## src/design/pedfr_pkg.sv

```systemverilog
// shared constants, status codes and control types of the per-event distinct flow recorder
package pedfr_pkg;

    // table geometry
    localparam int EVENT_DEPTH     = 65536;
    localparam int FLOWS_PER_EVENT = 16;
    localparam int IDX_W           = $clog2(EVENT_DEPTH);
    localparam int CNT_W           = $clog2(FLOWS_PER_EVENT + 1);
    localparam int FLOW_W          = 32;
    localparam int EVENT_W         = 32;
    localparam int LEN_W           = 16;
    localparam int LIMIT_W         = 16;
    localparam int ROW_W           = FLOWS_PER_EVENT * FLOW_W + CNT_W;

    localparam logic [LIMIT_W-1:0] LIMIT_RESET = 16'hFFFE;

    // result status codes
    typedef logic [2:0] t_status;
    localparam t_status ST_KNOWN     = 3'd0;
    localparam t_status ST_NEW_EVENT = 3'd1;
    localparam t_status ST_NEW_FLOW  = 3'd2;
    localparam t_status ST_RANGE     = 3'd3;
    localparam t_status ST_SKIPPED   = 3'd4;
    localparam t_status ST_FULL      = 3'd5;
    localparam t_status ST_NO_EVENT  = 3'd6;

    // controller to datapath
    typedef struct packed {
        logic clr_step;   // write one zero row of the clearing sweep
        logic accept;     // capture the input beat and start the row read
        logic finish;     // resolve the item, write back, load the result
    } t_cmd;

    // datapath to controller
    typedef struct packed {
        logic clr_last;   // sweep is at its last row
    } t_sts;

endpackage

```

## src/design/pedfr_ctrl.sv

```systemverilog
// controller: clearing sweep, item sequencing and output beat valid
module pedfr_ctrl
    import pedfr_pkg::*;
(
    input  logic i_clk,
    input  logic i_rst_n,
    input  logic i_in_valid,
    output logic o_in_ready,
    output logic o_out_valid,
    input  logic i_out_ready,
    output t_cmd o_cmd,
    input  t_sts i_sts
);

    typedef enum logic [1:0] {
        S_CLEAR,
        S_IDLE,
        S_LOOKUP
    } t_state;

    t_state r_state, n_state;
    logic   r_out_valid, n_out_valid;
    t_cmd   cmd;

    // next state and commands
    always_comb begin
        n_state      = r_state;
        n_out_valid  = r_out_valid & ~i_out_ready;
        cmd          = '0;
        unique case (r_state)
            S_CLEAR: begin
                cmd.clr_step = 1'b1;
                if (i_sts.clr_last) begin
                    n_state = S_IDLE;
                end
            end
            S_IDLE: begin
                cmd.accept = i_in_valid;
                if (i_in_valid) begin
                    n_state = S_LOOKUP;
                end
            end
            S_LOOKUP: begin
                // resolve only once the output register is free or being emptied
                cmd.finish = ~r_out_valid | i_out_ready;
                if (cmd.finish) begin
                    n_state     = S_IDLE;
                    n_out_valid = 1'b1;
                end
            end
            default: begin
                n_state = S_CLEAR;
            end
        endcase
    end

    // state and output valid
    always_ff @(posedge i_clk) begin
        if (!i_rst_n) begin
            r_state     <= S_CLEAR;
            r_out_valid <= 1'b0;
        end else begin
            r_state     <= n_state;
            r_out_valid <= n_out_valid;
        end
    end

    assign o_in_ready  = (r_state == S_IDLE);
    assign o_out_valid = r_out_valid;
    assign o_cmd       = cmd;

endmodule

```

## config.mk

```make
export PLATFORM = sky130hd
export DESIGN_NAME = pedfr_ctrl
export DESIGN_NICKNAME = d
export VERILOG_FILES = /design/src/design/pedfr_pkg.sv /design/src/design/pedfr_ctrl.sv
export SDC_FILE = /design/constraint.sdc
export NUM_CORES = 1
export LEC_CHECK = 0
export ABC_CLOCK_PERIOD_IN_PS = 1300
export BUFFER_PORTS_ARGS = -buffer_cell sky130_fd_sc_hd__buf_2
export CAP_MARGIN = 20
export CORE_AREA = 4 4 41 43
export CTS_CLUSTER_DIAMETER = 100
export DETAILED_ROUTE_END_ITERATION = 10
export DIE_AREA = 0 0 45 47
export PLACE_DENSITY = 0.3
export SLEW_MARGIN = 20
export SYNTH_ARGS = -nofsm -noshare
export SYNTH_HDL_FRONTEND = slang
export SYNTH_SLANG_ARGS = --single-unit
```

## constraint.sdc

```tcl
create_clock -name i_clk -period 1.3 [get_ports i_clk]
set_input_delay 0.26 -clock i_clk [delete_from_list [all_inputs] [get_ports i_clk]]
set_output_delay 0.26 -clock i_clk [all_outputs]
set_load 0.1 [all_outputs]
```

==> impl_metrics.tcl <==
set metrics [dict create \
    clock-sinks 3 \
    max-clock-path-buffers 2 \
    post-route-min-period_ps 1300 \
    rsz_0062_raised_after_global_routing "yes" \
    achievable-frequency_mhz 772 \
    hold_viol 0 \
    root_buffer "clkbuf_4" \
    instances_no_fill 46 \
    cp-startpoint "r_state[0]" \
    synthCells 17 \
    clock-skew-final_ps 1.16 \
    place.gp.congestion 0.665 \
    critical_path_arrival_ps 1040 \
    die-area_sq_um 2120 \
    grt_pass1_vias 173 \
    worstHoldStart "i_rst_n" \
    globalRouteTotalUtil_pct 4.97 \
    final_routed_drc_violation_total 0 \
    multi_input_area_sq_um 121 \
    worstSetupEndpointType "output pin" \
    tritoncts_clock_tree "done" \
    rows 13 \
    synth_nets 22 \
    drive_gt1_share_pct 71.0 \
    routed_via_density 3.65 \
    worst_ir_drop_vdd_mv 0.458 \
    pre_cts_ws_ps 143 \
    critPathRequiredTime_ps 1040 \
    postRouteAntennaNets 0 \
    routed_wirelength_microns 421 \
    nFillCells 157 \
    nets 37 \
    min_path_type "in2reg" \
    timing.setup.critical_path_class "reg2out" \
    wl_per_cell_microns 9.15 \
    seq_total_area_yosys_pct 36.1 \
    crit_path_start_kind "flop" \
    run_status "finished clean" \
    area_growth_syn_to_layout_pct 122 \
    distinct_cell_type_count_after_synthesis 13 \
    drtPass1Iterations 1 \
    h-tree-depth 1 \
    setup_viol 0 \
    grt_antenna_before_repair 0 \
    layout.area.seq_sq_um 71.3 \
    power.static_leakage_nw 0.164 \
    power.density_nw_per_um2 1160 \
    mostFrequentLayoutCell "buf_12" \
    die-height_microns 47 \
    cts_made_buffers 3 \
    hold_ws_ps 269 \
    mostFrequentLayoutCells "buf_12 (5), buf_2 (4), clkbuf_4 (3), dfxtp_4 (3)" \
    synth-warning-count 0 \
    grt_first_pass_wirelength_microns 676 \
    synth_top_area_cell "dfxtp_1" \
    gr_ovfl_total 0 \
    synth_top_cells_by_area "dfxtp_1 (36%), o41ai_2 (9.8%), nand2b_1 (7.5%)" \
    grt_max_degree 8 \
    final_critical_path_setup_slack_ps 4.69 \
    syn_avg_cell_area_sq_um 9.79 \
    yosys_register_bits 3 \
    fin_setup_tns_ps 0 \
    drtIter0Drc 0 \
    r2r-start "r_state[1]" \
    later_pin_clock_latency_in_the_skew_report_ps 230 \
    number_of_input_and_output_port_buffers_inserted 9 \
    dieWidth_microns 45 \
    clkSlewWorstSetupHoldPaths_ps 30 \
    post-dp-hpwl_microns 335 \
    top_fanout_value_on_the_critical_path 7 \
    io_pins 10 \
    fin_crit_sh_pct 99.6 \
    route.vias.total 168 \
    core_sq_um 1300 \
    total_count_of_max_transition_violations_in_the_final_report 0 \
    worst_slew_margin_rel_pct 82.9 \
    post_synthesis_cell_area_sq_um 166 \
    max_cap_viol_count 0 \
    floorplan.initialDensity_pct 12.8 \
    synth.top_cell.area_share_pct 36.1 \
    place.detailed.instances 41 \
    antenna-diode-count 0 \
    worst_slew_pin_slew_ps 253 \
]
## worst max-delay path, cell delays in order (launching register included)
cell      delay [ps]
dfxtp_4          360
nand2b_4         150
nor2b_4          120
buf_12           180
## power by group
group	internal, mW	total (mW)	switching, mW
clock network	0.115	0.159	0.0444
registers	0.0956	0.105	0.00930
logic	0.0632	0.162	0.0992
## cells in the mapped netlist, drive strengths merged
library cell  n
a21oi         1
nor4bb        1
and3b         2
and2b         1
inv           1
nand2b        2
nor2          2
nand4bb       1
o21a          1
nor2b         1
dfxtp         3
o41ai         1
## routing by layer
metal	routed length, microns	up-vias	GRT usage [%]
met3	17	0	2.30
met4	0	0	7.02
met5	0	-	0
met2	236	3	7.06
li1	-	90	-
met1	166	75	4.54
## worst paths after layout
kind / to / slack [ps] / depth (start not counted)
hold reg to reg: r_state[0] / 500 / 1
hold / removal: r_state[1] / 270 / 2
setup / recovery: o_cmd[0] / 5 / 3
setup reg to reg: r_state[0] / 250 / 3
## timing repair
item | CTS | global route
endpoints found under the setup margin | 3 | 3
gates resized for setup | 4 | 1
hold buffers | 0 | 0
hold endpoints to repair | 0 | 0
setup buffers | 1 | 0
## registers in the layout, summed over array words and instances (netlist names)
name,count
o_out_valid,1
r_state,2
## final cells by class
class | instances | share of cell area, %
inverter | 1 | 1.02
multi-input combinational | 13 | 32.9
timing repair buffer | 10 | 34.6
clock buffer | 4 | 7.12
tap | 15 | 5.08
sequential | 3 | 19.3
## kinds of logic after synthesis
family	share of synthesized area, %
compound gates	17.3
buf+inv	2.25
flops	36.1
simple gates	44.4
## metrics by stage
step / power (mW) / cell area, sq um / utilization, %
2_1_floorplan: 0.205 / 181 / -
3_3_place_gp: 0.266 / 320 / 24.6
3_5_place_dp: 0.266 / 320 / 24.6
4_1_cts: 0.441 / 367 / 28.2
5_1_grt: 0.454 / 369 / 28.4
6_report: 0.427 / 369 / 28.4
Note: power is estimated with default switching activity, not from simulation.
